File: config.mk
export PLATFORM = sky130hd
export DESIGN_NAME = ascii_to_morse_keyer
export DESIGN_NICKNAME = d
export VERILOG_FILES = /design/src/sv/mtk_pkg.sv /design/src/sv/mtk_seq.sv /design/src/sv/ascii_to_morse_keyer.sv
export SDC_FILE = /design/constraint.sdc
export NUM_CORES = 1
export LEC_CHECK = 0
export ABC_AREA = 1
export BUFFER_PORTS_ARGS = -buffer_cell sky130_fd_sc_hd__buf_2
export CORE_UTILIZATION = 63
export DETAILED_ROUTE_END_ITERATION = 16
export PLACE_DENSITY = 0.84
export SYNTH_ARGS = -nofsm -noshare
export SYNTH_HDL_FRONTEND = slang
export SYNTH_HIERARCHICAL = 1
export SYNTH_SLANG_ARGS = --single-unit
File: constraint.sdc
create_clock -name clk -period 7.6 [get_ports clk]
set_input_delay 0.38 -clock clk [delete_from_list [all_inputs] [get_ports clk]]
set_output_delay 0.38 -clock clk [all_outputs]
set_load 0.005 [all_outputs]
File: src/sv/mtk_pkg.sv
// Shared types, constants and code table for the ASCII to Morse keyer.
`timescale 1ns / 1ps
`default_nettype none

package mtk_pkg;

    localparam int unsigned CHAR_W   = 8;
    localparam int unsigned UNITS_W  = 4;
    localparam int unsigned MS_W     = 12;
    localparam int unsigned UTIME_W  = 8;
    localparam int unsigned PAT_W    = 8;
    localparam int unsigned IDX_W    = 6;

    localparam logic [15:0]        SPACE_FLAG = 16'h8000;
    localparam logic [PAT_W-1:0]   MORE_MASK  = 8'hFE;
    localparam logic [IDX_W-1:0]   TABLE_TOP  = 6'd58;
    localparam logic [UTIME_W-1:0] UTIME_RST  = 8'd18;

    localparam logic [CHAR_W-1:0]  CH_SPACE   = 8'h20;
    localparam logic [CHAR_W-1:0]  CH_LOW_A   = 8'h61;
    localparam logic [CHAR_W-1:0]  CH_LOW_Z   = 8'h7A;
    localparam logic [CHAR_W-1:0]  CASE_DIFF  = 8'h20;

    localparam logic [UNITS_W-1:0] U_DOT      = 4'd1;
    localparam logic [UNITS_W-1:0] U_DASH     = 4'd3;
    localparam logic [UNITS_W-1:0] U_ELEM_GAP = 4'd1;
    localparam logic [UNITS_W-1:0] U_CHAR_GAP = 4'd3;
    localparam logic [UNITS_W-1:0] U_WORD_GAP = 4'd7;
    localparam logic [UNITS_W-1:0] U_EOM_GAP  = 4'd10;

    localparam logic CMD_CHAR = 1'b0;
    localparam logic CMD_EOM  = 1'b1;

    localparam logic [15:0] MORSE_TABLE [59] = '{
        16'h8000,
        16'd0, 16'd0, 16'd0, 16'd0, 16'd0, 16'd0, 16'd0, 16'd0,
        16'd0, 16'd0, 16'd0, 16'd115, 16'd97, 16'd106, 16'd41,
        16'd63, 16'd62, 16'd60, 16'd56, 16'd48, 16'd32, 16'd33, 16'd35,
        16'd39, 16'd47, 16'd0, 16'd0, 16'd0, 16'd0, 16'd0, 16'd76,
        16'd0, 16'd6, 16'd17, 16'd21, 16'd9, 16'd2, 16'd20, 16'd11,
        16'd16, 16'd4, 16'd30, 16'd13, 16'd18, 16'd7, 16'd5, 16'd15,
        16'd22, 16'd27, 16'd10, 16'd8, 16'd3, 16'd12, 16'd24, 16'd14,
        16'd25, 16'd29, 16'd19
    };

    typedef struct packed {
        logic              command;
        logic [CHAR_W-1:0] character;
    } mtk_in_t;

    typedef struct packed {
        logic               tone_on;
        logic [UNITS_W-1:0] duration_units;
        logic [MS_W-1:0]    duration_ms;
        logic               last;
    } mtk_out_t;

    // one interval from the sequencer, before scaling to ms
    typedef struct packed {
        logic               valid;
        logic               tone_on;
        logic [UNITS_W-1:0] units;
        logic               last;
    } mtk_ivl_t;

    typedef enum logic [2:0] {
        ST_IDLE,
        ST_ELEM,
        ST_ELEM_GAP,
        ST_CHAR_GAP,
        ST_WORD_GAP,
        ST_EOM_GAP
    } mtk_state_t;

    function automatic logic [15:0] table_lookup(input logic [IDX_W-1:0] idx);
        logic [15:0] v;
        v = 16'd0;
        if (idx <= TABLE_TOP)
        begin
            v = MORSE_TABLE[idx];
        end
        return v;
    endfunction

endpackage

`default_nettype wire

File: src/sv/mtk_seq.sv
// Interval sequencer: table lookup and pattern shift, one interval per cycle while busy.
`timescale 1ns / 1ps
`default_nettype none

module mtk_seq (
    input  wire logic            clk,
    input  wire logic            rst_n,
    input  wire logic            start,
    input  wire mtk_pkg::mtk_in_t request,
    output logic                 busy,
    output mtk_pkg::mtk_ivl_t    ivl
);

    mtk_pkg::mtk_state_t              state_reg, state_next;
    logic [mtk_pkg::PAT_W-1:0]        pat_reg, pat_next;
    logic [mtk_pkg::CHAR_W-1:0]       ch_fold;
    logic [mtk_pkg::CHAR_W-1:0]       ch_off;
    logic                             in_range;
    logic [15:0]                      entry;
    logic [mtk_pkg::PAT_W-1:0]        pat_shift;

    always_ff @(posedge clk or negedge rst_n)
    begin
        if (!rst_n)
        begin
            state_reg <= mtk_pkg::ST_IDLE;
        end
        else
        begin
            state_reg <= state_next;
        end
    end

    always_ff @(posedge clk)
    begin
        pat_reg <= pat_next;
    end

    always_comb
    begin
        ch_fold = request.character;
        if (request.character >= mtk_pkg::CH_LOW_A && request.character <= mtk_pkg::CH_LOW_Z)
        begin
            ch_fold = request.character - mtk_pkg::CASE_DIFF;
        end
        ch_off    = ch_fold - mtk_pkg::CH_SPACE;
        in_range  = (ch_fold >= mtk_pkg::CH_SPACE) &&
                    (ch_off <= mtk_pkg::CHAR_W'(mtk_pkg::TABLE_TOP));
        entry     = mtk_pkg::table_lookup(ch_off[mtk_pkg::IDX_W-1:0]);
        pat_shift = pat_reg >> 1;
    end

    always_comb
    begin
        state_next  = state_reg;
        pat_next    = pat_reg;
        ivl         = '0;
        busy        = (state_reg != mtk_pkg::ST_IDLE);
        unique case (state_reg)
            mtk_pkg::ST_IDLE:
            begin
                if (start)
                begin
                    if (request.command == mtk_pkg::CMD_EOM)
                    begin
                        state_next = mtk_pkg::ST_EOM_GAP;
                    end
                    else if (in_range)
                    begin
                        pat_next = entry[mtk_pkg::PAT_W-1:0];
                        if ((entry & mtk_pkg::SPACE_FLAG) != 16'd0)
                        begin
                            state_next = mtk_pkg::ST_WORD_GAP;
                        end
                        else if ((entry[mtk_pkg::PAT_W-1:0] & mtk_pkg::MORE_MASK) != '0)
                        begin
                            state_next = mtk_pkg::ST_ELEM;
                        end
                        else
                        begin
                            state_next = mtk_pkg::ST_CHAR_GAP;
                        end
                    end
                end
            end
            mtk_pkg::ST_ELEM:
            begin
                ivl.valid   = 1'b1;
                ivl.tone_on = 1'b1;
                ivl.units   = pat_reg[0] ? mtk_pkg::U_DASH : mtk_pkg::U_DOT;
                state_next  = mtk_pkg::ST_ELEM_GAP;
            end
            mtk_pkg::ST_ELEM_GAP:
            begin
                ivl.valid = 1'b1;
                ivl.units = mtk_pkg::U_ELEM_GAP;
                pat_next  = pat_shift;
                if ((pat_shift & mtk_pkg::MORE_MASK) != '0)
                begin
                    state_next = mtk_pkg::ST_ELEM;
                end
                else
                begin
                    state_next = mtk_pkg::ST_CHAR_GAP;
                end
            end
            mtk_pkg::ST_CHAR_GAP:
            begin
                ivl.valid  = 1'b1;
                ivl.units  = mtk_pkg::U_CHAR_GAP;
                ivl.last   = 1'b1;
                state_next = mtk_pkg::ST_IDLE;
            end
            mtk_pkg::ST_WORD_GAP:
            begin
                ivl.valid  = 1'b1;
                ivl.units  = mtk_pkg::U_WORD_GAP;
                ivl.last   = 1'b1;
                state_next = mtk_pkg::ST_IDLE;
            end
            mtk_pkg::ST_EOM_GAP:
            begin
                ivl.valid  = 1'b1;
                ivl.units  = mtk_pkg::U_EOM_GAP;
                ivl.last   = 1'b1;
                state_next = mtk_pkg::ST_IDLE;
            end
            default:
            begin
                state_next = mtk_pkg::ST_IDLE;
            end
        endcase
    end

endmodule

`default_nettype wire

File: src/sv/ascii_to_morse_keyer.sv
// Top level of the ASCII to Morse keyer: unit time register and result stage.
//
// Usage:
//   Drive request (command, character) and pulse start while busy is low; the
//   word is taken at that edge. command = 1 asks for the end-of-message gap.
//   Each resulting interval appears on result for one cycle with strobe high;
//   result.last marks the final interval of the word. The receiver cannot
//   stall, so every result must be taken in the cycle it is shown.
//   The state register of the sequencer and the result register lie between
//   the accepting edge and the first result on the ports.
//   Throughput: one interval per cycle from the sequencer while busy; busy stays
//   high through every element and gap of a letter with a code, and through the
//   single gap for space, an entry without a code or end of message. A new word
//   is taken only once busy is low again. Characters outside space..'Z' after case
//   folding give no result and keep busy low.
//   duration_ms is units times unit_time_ms, formed in the result stage.
//   cfg_we writes unit_time_ms from cfg_data; write only while idle.
//   Reset: sequencer idle, no strobe, unit_time_ms = 18.
`timescale 1ns / 1ps
`default_nettype none

module ascii_to_morse_keyer (
    input  wire logic                         clk,
    input  wire logic                         rst_n,
    input  wire logic                         start,
    input  wire mtk_pkg::mtk_in_t             request,
    output logic                              busy,
    output logic                              strobe,
    output mtk_pkg::mtk_out_t                 result,
    input  wire logic                         cfg_we,
    input  wire logic [mtk_pkg::UTIME_W-1:0]  cfg_data
);

    logic [mtk_pkg::UTIME_W-1:0] utime_reg;
    logic                        strobe_reg;
    mtk_pkg::mtk_out_t           result_reg, result_next;
    mtk_pkg::mtk_ivl_t           ivl;

    mtk_seq u_seq (
        .clk     (clk),
        .rst_n   (rst_n),
        .start   (start),
        .request (request),
        .busy    (busy),
        .ivl     (ivl)
    );

    always_comb
    begin
        result_next.tone_on        = ivl.tone_on;
        result_next.duration_units = ivl.units;
        result_next.duration_ms    = mtk_pkg::MS_W'(ivl.units) * mtk_pkg::MS_W'(utime_reg);
        result_next.last           = ivl.last;
    end

    always_ff @(posedge clk or negedge rst_n)
    begin
        if (!rst_n)
        begin
            utime_reg  <= mtk_pkg::UTIME_RST;
            strobe_reg <= 1'b0;
        end
        else
        begin
            if (cfg_we)
            begin
                utime_reg <= cfg_data;
            end
            strobe_reg <= ivl.valid;
        end
    end

    always_ff @(posedge clk)
    begin
        result_reg <= result_next;
    end

    assign strobe = strobe_reg;
    assign result = result_reg;

endmodule

`default_nettype wire

==> impl_metrics.env, run 1 <==
export IMPL_crit_arrival_ns=3.84
export IMPL_rsz0062_at_grt="false"
export IMPL_synth_ff_type="dfxtp_1"
export IMPL_hold_viol_final=0
export IMPL_syn_area_um2=3080
export IMPL_final_cell_area_um2=3440
export IMPL_dp_final_hpwl_um=5090
export IMPL_globalplace_congestion=0.956
export IMPL_cts_inserted_buffers=5
export IMPL_grt_max_degree=15
export IMPL_die_w_um=72.0
export IMPL_antenna_left=0
export IMPL_peakVddDrop_uv=119
export IMPL_portBuffers=40
export IMPL_power_share_sequential_pct=29.8
export IMPL_yosys_top_cells_area="nand2_1 (16%), dfxtp_1 (12%), ha_1 (11%)"
export IMPL_power_total_mw=0.994
export IMPL_cts_setup_buffers=0
export IMPL_syn_area_per_cell_um2=7.11
export IMPL_overflow=0
export IMPL_synth_edf_count=7
export IMPL_combPwrFrac_pct=53.0
export IMPL_wl_per_cell_um=12.1
export IMPL_syn_nets=493
export IMPL_fmax_mhz=275
export IMPL_diodes=0
export IMPL_critPathLaunchType="register"
export IMPL_grt_pass1_wl_um=11200
export IMPL_hold_class="in2reg"
export IMPL_die_area_um2=5180
export IMPL_grt_pass1_vias=2608
export IMPL_place_area_um2=3320
export IMPL_path_clk_slew_ns=0.08
export IMPL_clockPowerShare_pct=17.2
export IMPL_holdCritStartpoint="cfg_data[6]"
export IMPL_cts_tree="built"
export IMPL_cp_end_kind="register"
export IMPL_hold_worst_slack_ns=0.316
export IMPL_final_layout_size_suffix_gt1_share_pct=16.7
export IMPL_crit_reg2reg_launch="u_seq/state_reg[1]"
export IMPL_ctsHtreeMaxLevel=2
export IMPL_synthArstFlopShare_pct=32.4
export IMPL_worst_pin_slew_ns=0.941
export IMPL_yosysWarnings=6
export IMPL_min_period_ns=3.64
export IMPL_ys_types=37
export IMPL_fillerInstances=381
export IMPL_syn_to_final_growth_pct=11.6
export IMPL_route_final_wire_length_um=6530
export IMPL_synth_top_area_cell="nand2_1"
export IMPL_drt_initial_drc_count=201
export IMPL_yosys_area_top_type_share_pct=16.1
export IMPL_period_share_pct=47.9
export IMPL_cts_sinks=37
export IMPL_vias=2786
export IMPL_die_h_um=72.0
export IMPL_p_int_mw=0.565
export IMPL_critPathKind="reg2reg"
export IMPL_grt_usage_pct=27.4
export IMPL_ys_seq_area_share_pct=28.3
export IMPL_largest_reg_flops=18
export IMPL_drc=0
export IMPL_first_pass_iters=5
export IMPL_root_buffer="clkbuf_8"
export IMPL_rows=25
export IMPL_power_net_switching_mw=0.428
export IMPL_startpoint="u_seq/state_reg[1]"
export IMPL_start_util_pct=65.3
export IMPL_status="complete, no violations"
export IMPL_syn_inst=434
export IMPL_multi_input_area_um2=1840
export IMPL_layout_nets=531
export IMPL_switching_share_pct=43.1
export IMPL_pin_count=41
export IMPL_slew_headroom_pct=36.6
export IMPL_p_leak_nw=1.99
export IMPL_drv_cap=0
export IMPL_ys_ff_latch=37
export IMPL_drv_slew=0
export IMPL_setup_tns_ns=0
export IMPL_avgViaCountPerCell=5.16
export IMPL_clk_path_buf_depth=2
export IMPL_antenna_found_initial=0
export IMPL_regArea_um2=873
export IMPL_setup_viol=0
export IMPL_crit_fanout=9
export IMPL_finClkSkew_ns=0.00416
export IMPL_p_per_area_nw_per_um2=289
export IMPL_core_um2=4720
export IMPL_cp_required_ns=7.79
export IMPL_clk_latency_ns=0.29
## routing by layer
metal / global-route usage, % / vias up / share of wire, % / wire length [um]
li1: - / 1413 / - / -
met1: 38.3 / 1243 / 47 / 3060
met2: 42.8 / 115 / 44 / 2890
met3: 5.28 / 15 / 7.2 / 471
met4: 10.0 / 0 / 1.6 / 107
met5: 0 / - / 0 / 0
## worst max-delay path, cell delays in order (launching register included)
cell and delay (ns):
dfrtp_1 0.41, nor2_1 0.15, inv_1 0.11, nor2_1 0.48
nand2_1 0.17, fa_1 0.59, inv_1 0.07, fa_1 0.56
inv_1 0.06, fa_1 0.47, o21ai_2 0.25, nand2_1 0.10
nand3_1 0.09, nand2_1 0.05
## cell usage after synthesis, types with 2 or more instances
cell type,number
nand2_1,132
inv_1,80
nor2_1,34
ha_1,26
nand3_1,24
dfxtp_1,18
o21ai_0,18
a21oi_1,13
fa_1,12
dfrtp_1,10
mux2_2,8
edfxtp_1,7
clkbuf_1,6
nand2_2,4
nand4_1,4
o211ai_1,4
buf_2,3
inv_2,3
nand3_2,3
xor2_1,3
a21oi_2,2
dfstp_2,2
nand2_4,2
nor2_2,2
nor2_4,2
## per-stage QoR
| stage | worst slack, ns | cells | utilization, % |
|---|---|---|---|
| 6_report | 3.96 | 540 | 72.9 |
| 5_1_grt | 3.77 | 540 | 72.9 |
| 4_1_cts | 3.97 | 540 | 72.9 |
| 3_5_place_dp | 4.07 | 531 | 70.4 |
| 3_3_place_gp | 4.09 | 531 | 70.4 |
| 2_1_floorplan | 4.41 | 434 | - |
## cells by family (layout without fill, tap and decap cells)
group | count (synthesis) | in the layout | synth area share [%]
flops | 37 | 37 | 28.3
buf+inv | 95 | 134 | 12.0
xor+xnor | 4 | 4 | 1.14
fa+ha+maj | 38 | 38 | 18.3
simple gates | 211 | 211 | 29.7
compound gates | 41 | 41 | 7.63
mux | 8 | 8 | 2.92
## final timing paths
path / endpoint / slack [ns] / cells past startpoint
worst max-delay path: result[11] / 3.96 / 13
worst min-delay path: utime_reg[6] / 0.32 / 2
worst max register to register: result[11] / 3.96 / 13
worst min register to register: result[17] / 0.51 / 1
max in group asynchronous: utime_reg[1] / 6.81 / 2
min in group asynchronous: utime_reg[2] / 0.50 / 2
## power groups by stage
stage	Clock, mW	Sequential (mW)	Combinational (mW)
after floorplan	0	0.303	0.383
after global placement	0	0.298	0.503
after detailed placement	0	0.299	0.519
after CTS	0.173	0.295	0.526
after global routing	0.182	0.303	0.616
final	0.171	0.296	0.527
## layout by cell type (no fill, tap or decap), types with 3 or more instances in the layout
cell,netlist,final
nand2_1,132,132
inv_1,80,80
buf_2,3,40
nor2_1,34,34
ha_1,26,26
nand3_1,24,24
dfxtp_1,18,18
o21ai_0,18,18
a21oi_1,13,13
fa_1,12,12
dfrtp_1,10,10
mux2_2,8,8
edfxtp_1,7,7
clkbuf_8,0,5
nand2_2,4,4
nand4_1,4,4
o211ai_1,4,4
nand3_2,3,3
xor2_1,3,3
inv_2,3,3
## layout make-up
class,instances,area share (%)
Tap cell,67,2.43
Inverter,85,9.41
Multi-Input combinational cell,302,53.5
Clock inverter,3,1.20
Timing Repair Buffer,41,6.10
Sequential cell,37,25.4
Clock buffer,5,2.00
## what timing repair did
action,in CTS,in global routing
hold buffers,1,0
resized for setup,0,0
endpoints found under the hold margin,10,0
No activity file was read; power rests on OpenSTA's default activity.
==> run 2, diff against run 1 <==
--- a/config.mk
+++ b/config.mk
@@ -7,9 +7,9 @@
 export LEC_CHECK = 0
 export ABC_AREA = 1
 export BUFFER_PORTS_ARGS = -buffer_cell sky130_fd_sc_hd__buf_2
-export CORE_UTILIZATION = 63
+export CORE_UTILIZATION = 53
 export DETAILED_ROUTE_END_ITERATION = 16
-export PLACE_DENSITY = 0.84
+export PLACE_DENSITY = 0.75
 export SYNTH_ARGS = -nofsm -noshare
 export SYNTH_HDL_FRONTEND = slang
 export SYNTH_HIERARCHICAL = 1
==> constraint.sdc (replaced) <==
create_clock -name clk -period 3.1 [get_ports clk]
set_input_delay 0.155 -clock clk [delete_from_list [all_inputs] [get_ports clk]]
set_output_delay 0.155 -clock clk [all_outputs]
set_load 0.005 [all_outputs]
==> run 2 against run 1 <==
  * Maximum frequency grew 20%
  * Clock skew grew 0.0018 ns
  * Sequential power grew 150%
  * Critical path type unchanged
  * Critical endpoint unchanged
  * Largest cell class unchanged
==> impl_metrics.env, run 2 (same netlist as run 1, synthesis figures left out) <==
export IMPL_status="complete, no violations"
export IMPL_critPathLaunchType="register"
export IMPL_peakVddDrop_uv=468
export IMPL_slew_headroom_pct=76.2
export IMPL_rsz0062_at_grt="true"
export IMPL_place_ws_ns=-0.132
export IMPL_grt_pass1_wl_um=12500
export IMPL_crit_arrival_ns=3.23
export IMPL_clockPowerShare_pct=14.1
export IMPL_drv_cap=0
export IMPL_slowest_stage="fa_1"
export IMPL_antenna_left=0
export IMPL_place_area_um2=3490
export IMPL_fmax_mhz=329
export IMPL_portBuffers=40
export IMPL_overflow=0
export IMPL_hold_worst_slack_ns=0.0908
export IMPL_path_cells="nor2_4 -> inv_2 -> nor2_2 -> nor2_2 -> nand2_4 -> nand2_2 -> fa_1 -> inv_1 -> fa_1 -> inv_2 -> fa_2 -> o21ai_4 -> nand2_2 -> nand3_1 -> nand2_1"
export IMPL_cts_sinks=37
export IMPL_p_int_mw=1.74
export IMPL_combPwrFrac_pct=61.7
export IMPL_cts_inserted_buffers=5
export IMPL_p_per_area_nw_per_um2=797
export IMPL_drv_slew=0
export IMPL_root_buffer="clkbuf_8"
export IMPL_cp_required_ns=3.30
export IMPL_period_share_pct=98.0
export IMPL_drt_initial_drc_count=165
export IMPL_p_leak_nw=2.11
export IMPL_final_layout_size_suffix_gt1_share_pct=28.3
export IMPL_die_area_um2=6130
export IMPL_setup_viol=0
export IMPL_core_um2=5570
export IMPL_diodes=0
export IMPL_worst_pin_slew_ns=0.353
export IMPL_clk_latency_ns=0.29
export IMPL_cp_end_kind="register"
export IMPL_cts_tree="built"
export IMPL_syn_to_final_growth_pct=23.5
export IMPL_finClkSkew_ns=0.00599
export IMPL_largest_reg_flops=18
export IMPL_ctsHtreeMaxLevel=2
export IMPL_power_net_switching_mw=1.30
export IMPL_first_pass_iters=5
export IMPL_critPathKind="reg2reg"
export IMPL_switching_share_pct=42.7
export IMPL_pin_count=41
export IMPL_max_stage_delay_ns=0.53
export IMPL_final_common_cell="nand2_1"
export IMPL_hold_viol_final=0
export IMPL_rows=27
export IMPL_clk_path_buf_depth=2
export IMPL_wl_per_cell_um=13.0
export IMPL_final_cell_area_um2=3810
export IMPL_antenna_found_initial=0
export IMPL_hold_class="in2reg"
export IMPL_vias=2997
export IMPL_dp_final_hpwl_um=5420
export IMPL_die_w_um=78.3
export IMPL_avgViaCountPerCell=5.25
export IMPL_die_h_um=78.3
export IMPL_fillerInstances=461
export IMPL_path_clk_slew_ns=0.08
export IMPL_setup_tns_ns=0
export IMPL_route_final_wire_length_um=7400
export IMPL_layout_nets=557
export IMPL_grt_max_degree=15
export IMPL_grt_usage_pct=25.7
export IMPL_setup_ws_ns=0.0630
export IMPL_mostFrequentLayoutCells="nand2_1 (122), inv_1 (72), buf_2 (40), nor2_1 (28), buf_4 (25)"
export IMPL_grt_pass1_vias=2948
export IMPL_min_period_ns=3.04
export IMPL_globalplace_congestion=0.992
export IMPL_power_share_sequential_pct=24.2
export IMPL_crit_fanout=7
export IMPL_start_util_pct=55.3
export IMPL_drc=0
## run 2: final cells by class
| class | count | area [um^2] | area share, % |
|---|---|---|---|
| well taps | 72 | 90.1 | 2.36 |
| flip-flops and latches | 37 | 875 | 23.0 |
| inverters | 85 | 324 | 8.51 |
| repair buffers | 67 | 409 | 10.7 |
| clock inverters | 3 | 46.3 | 1.22 |
| clock buffers | 5 | 68.8 | 1.81 |
| multi-input cells | 302 | 2000 | 52.4 |
## run 2: routing by layer
layer	share of wire [%]	GRT usage, %	vias up	wire length (um)
met4	5.5	13.7	0	404
li1	-	-	1475	-
met3	4.6	4.07	42	340
met1	39	29.0	1360	2860
met2	51	46.4	120	3790
met5	0	0	-	0
## run 2: final timing paths
check	startpoint	endpoint	slack (ns)	cells past startpoint
max	u_seq/state_reg[2]	result[11]	0.06	15
min	cfg_data[7]	utime_reg[7]	0.09	2
max reg2reg	u_seq/state_reg[2]	result[11]	0.06	15
min reg2reg	u_seq/pat_reg[1]	u_seq/pat_reg[0]	0.54	2
max in group asynchronous	rst_n	utime_reg[4]	2.54	2
min in group asynchronous	rst_n	utime_reg[6]	0.28	2
## run 2: timing repair
action / CTS / global route
resized for setup: 10 / 33
hold buffers: 1 / 0
setup endpoints to repair: 6 / 7
buffers inserted: 0 / 5
pin swaps: 6 / 25
hold endpoints to repair: 10 / 0
## run 2: critical path, delay by kind of cell (launching register included)
kind                     cells  cell delay (ns)
adder cells (fa/ha/maj)      3             1.45
AO/OA/AOI/OAI                1             0.22
flip-flops                   1             0.45
AND/OR/NAND/NOR              8             0.66
buffers and inverters        3             0.16
## run 2: metrics by stage
step,power (mW),cells,utilization (%)
4_1_cts,2.73,566,65.9
3_5_place_dp,2.18,557,62.6
2_1_floorplan,1.69,434,-
3_3_place_gp,2.13,557,62.6
6_report,3.04,571,68.4
5_1_grt,3.30,571,68.4
## run 2: power groups by stage
| stage | registers (mW) | clock network, mW | logic (mW) |
|---|---|---|---|
| detailed placement | 0.735 | 0 | 1.44 |
| floorplan | 0.744 | 0 | 0.943 |
| global placement | 0.729 | 0 | 1.40 |
| CTS | 0.725 | 0.433 | 1.57 |
| finish | 0.734 | 0.429 | 1.87 |
| global route | 0.751 | 0.459 | 2.09 |
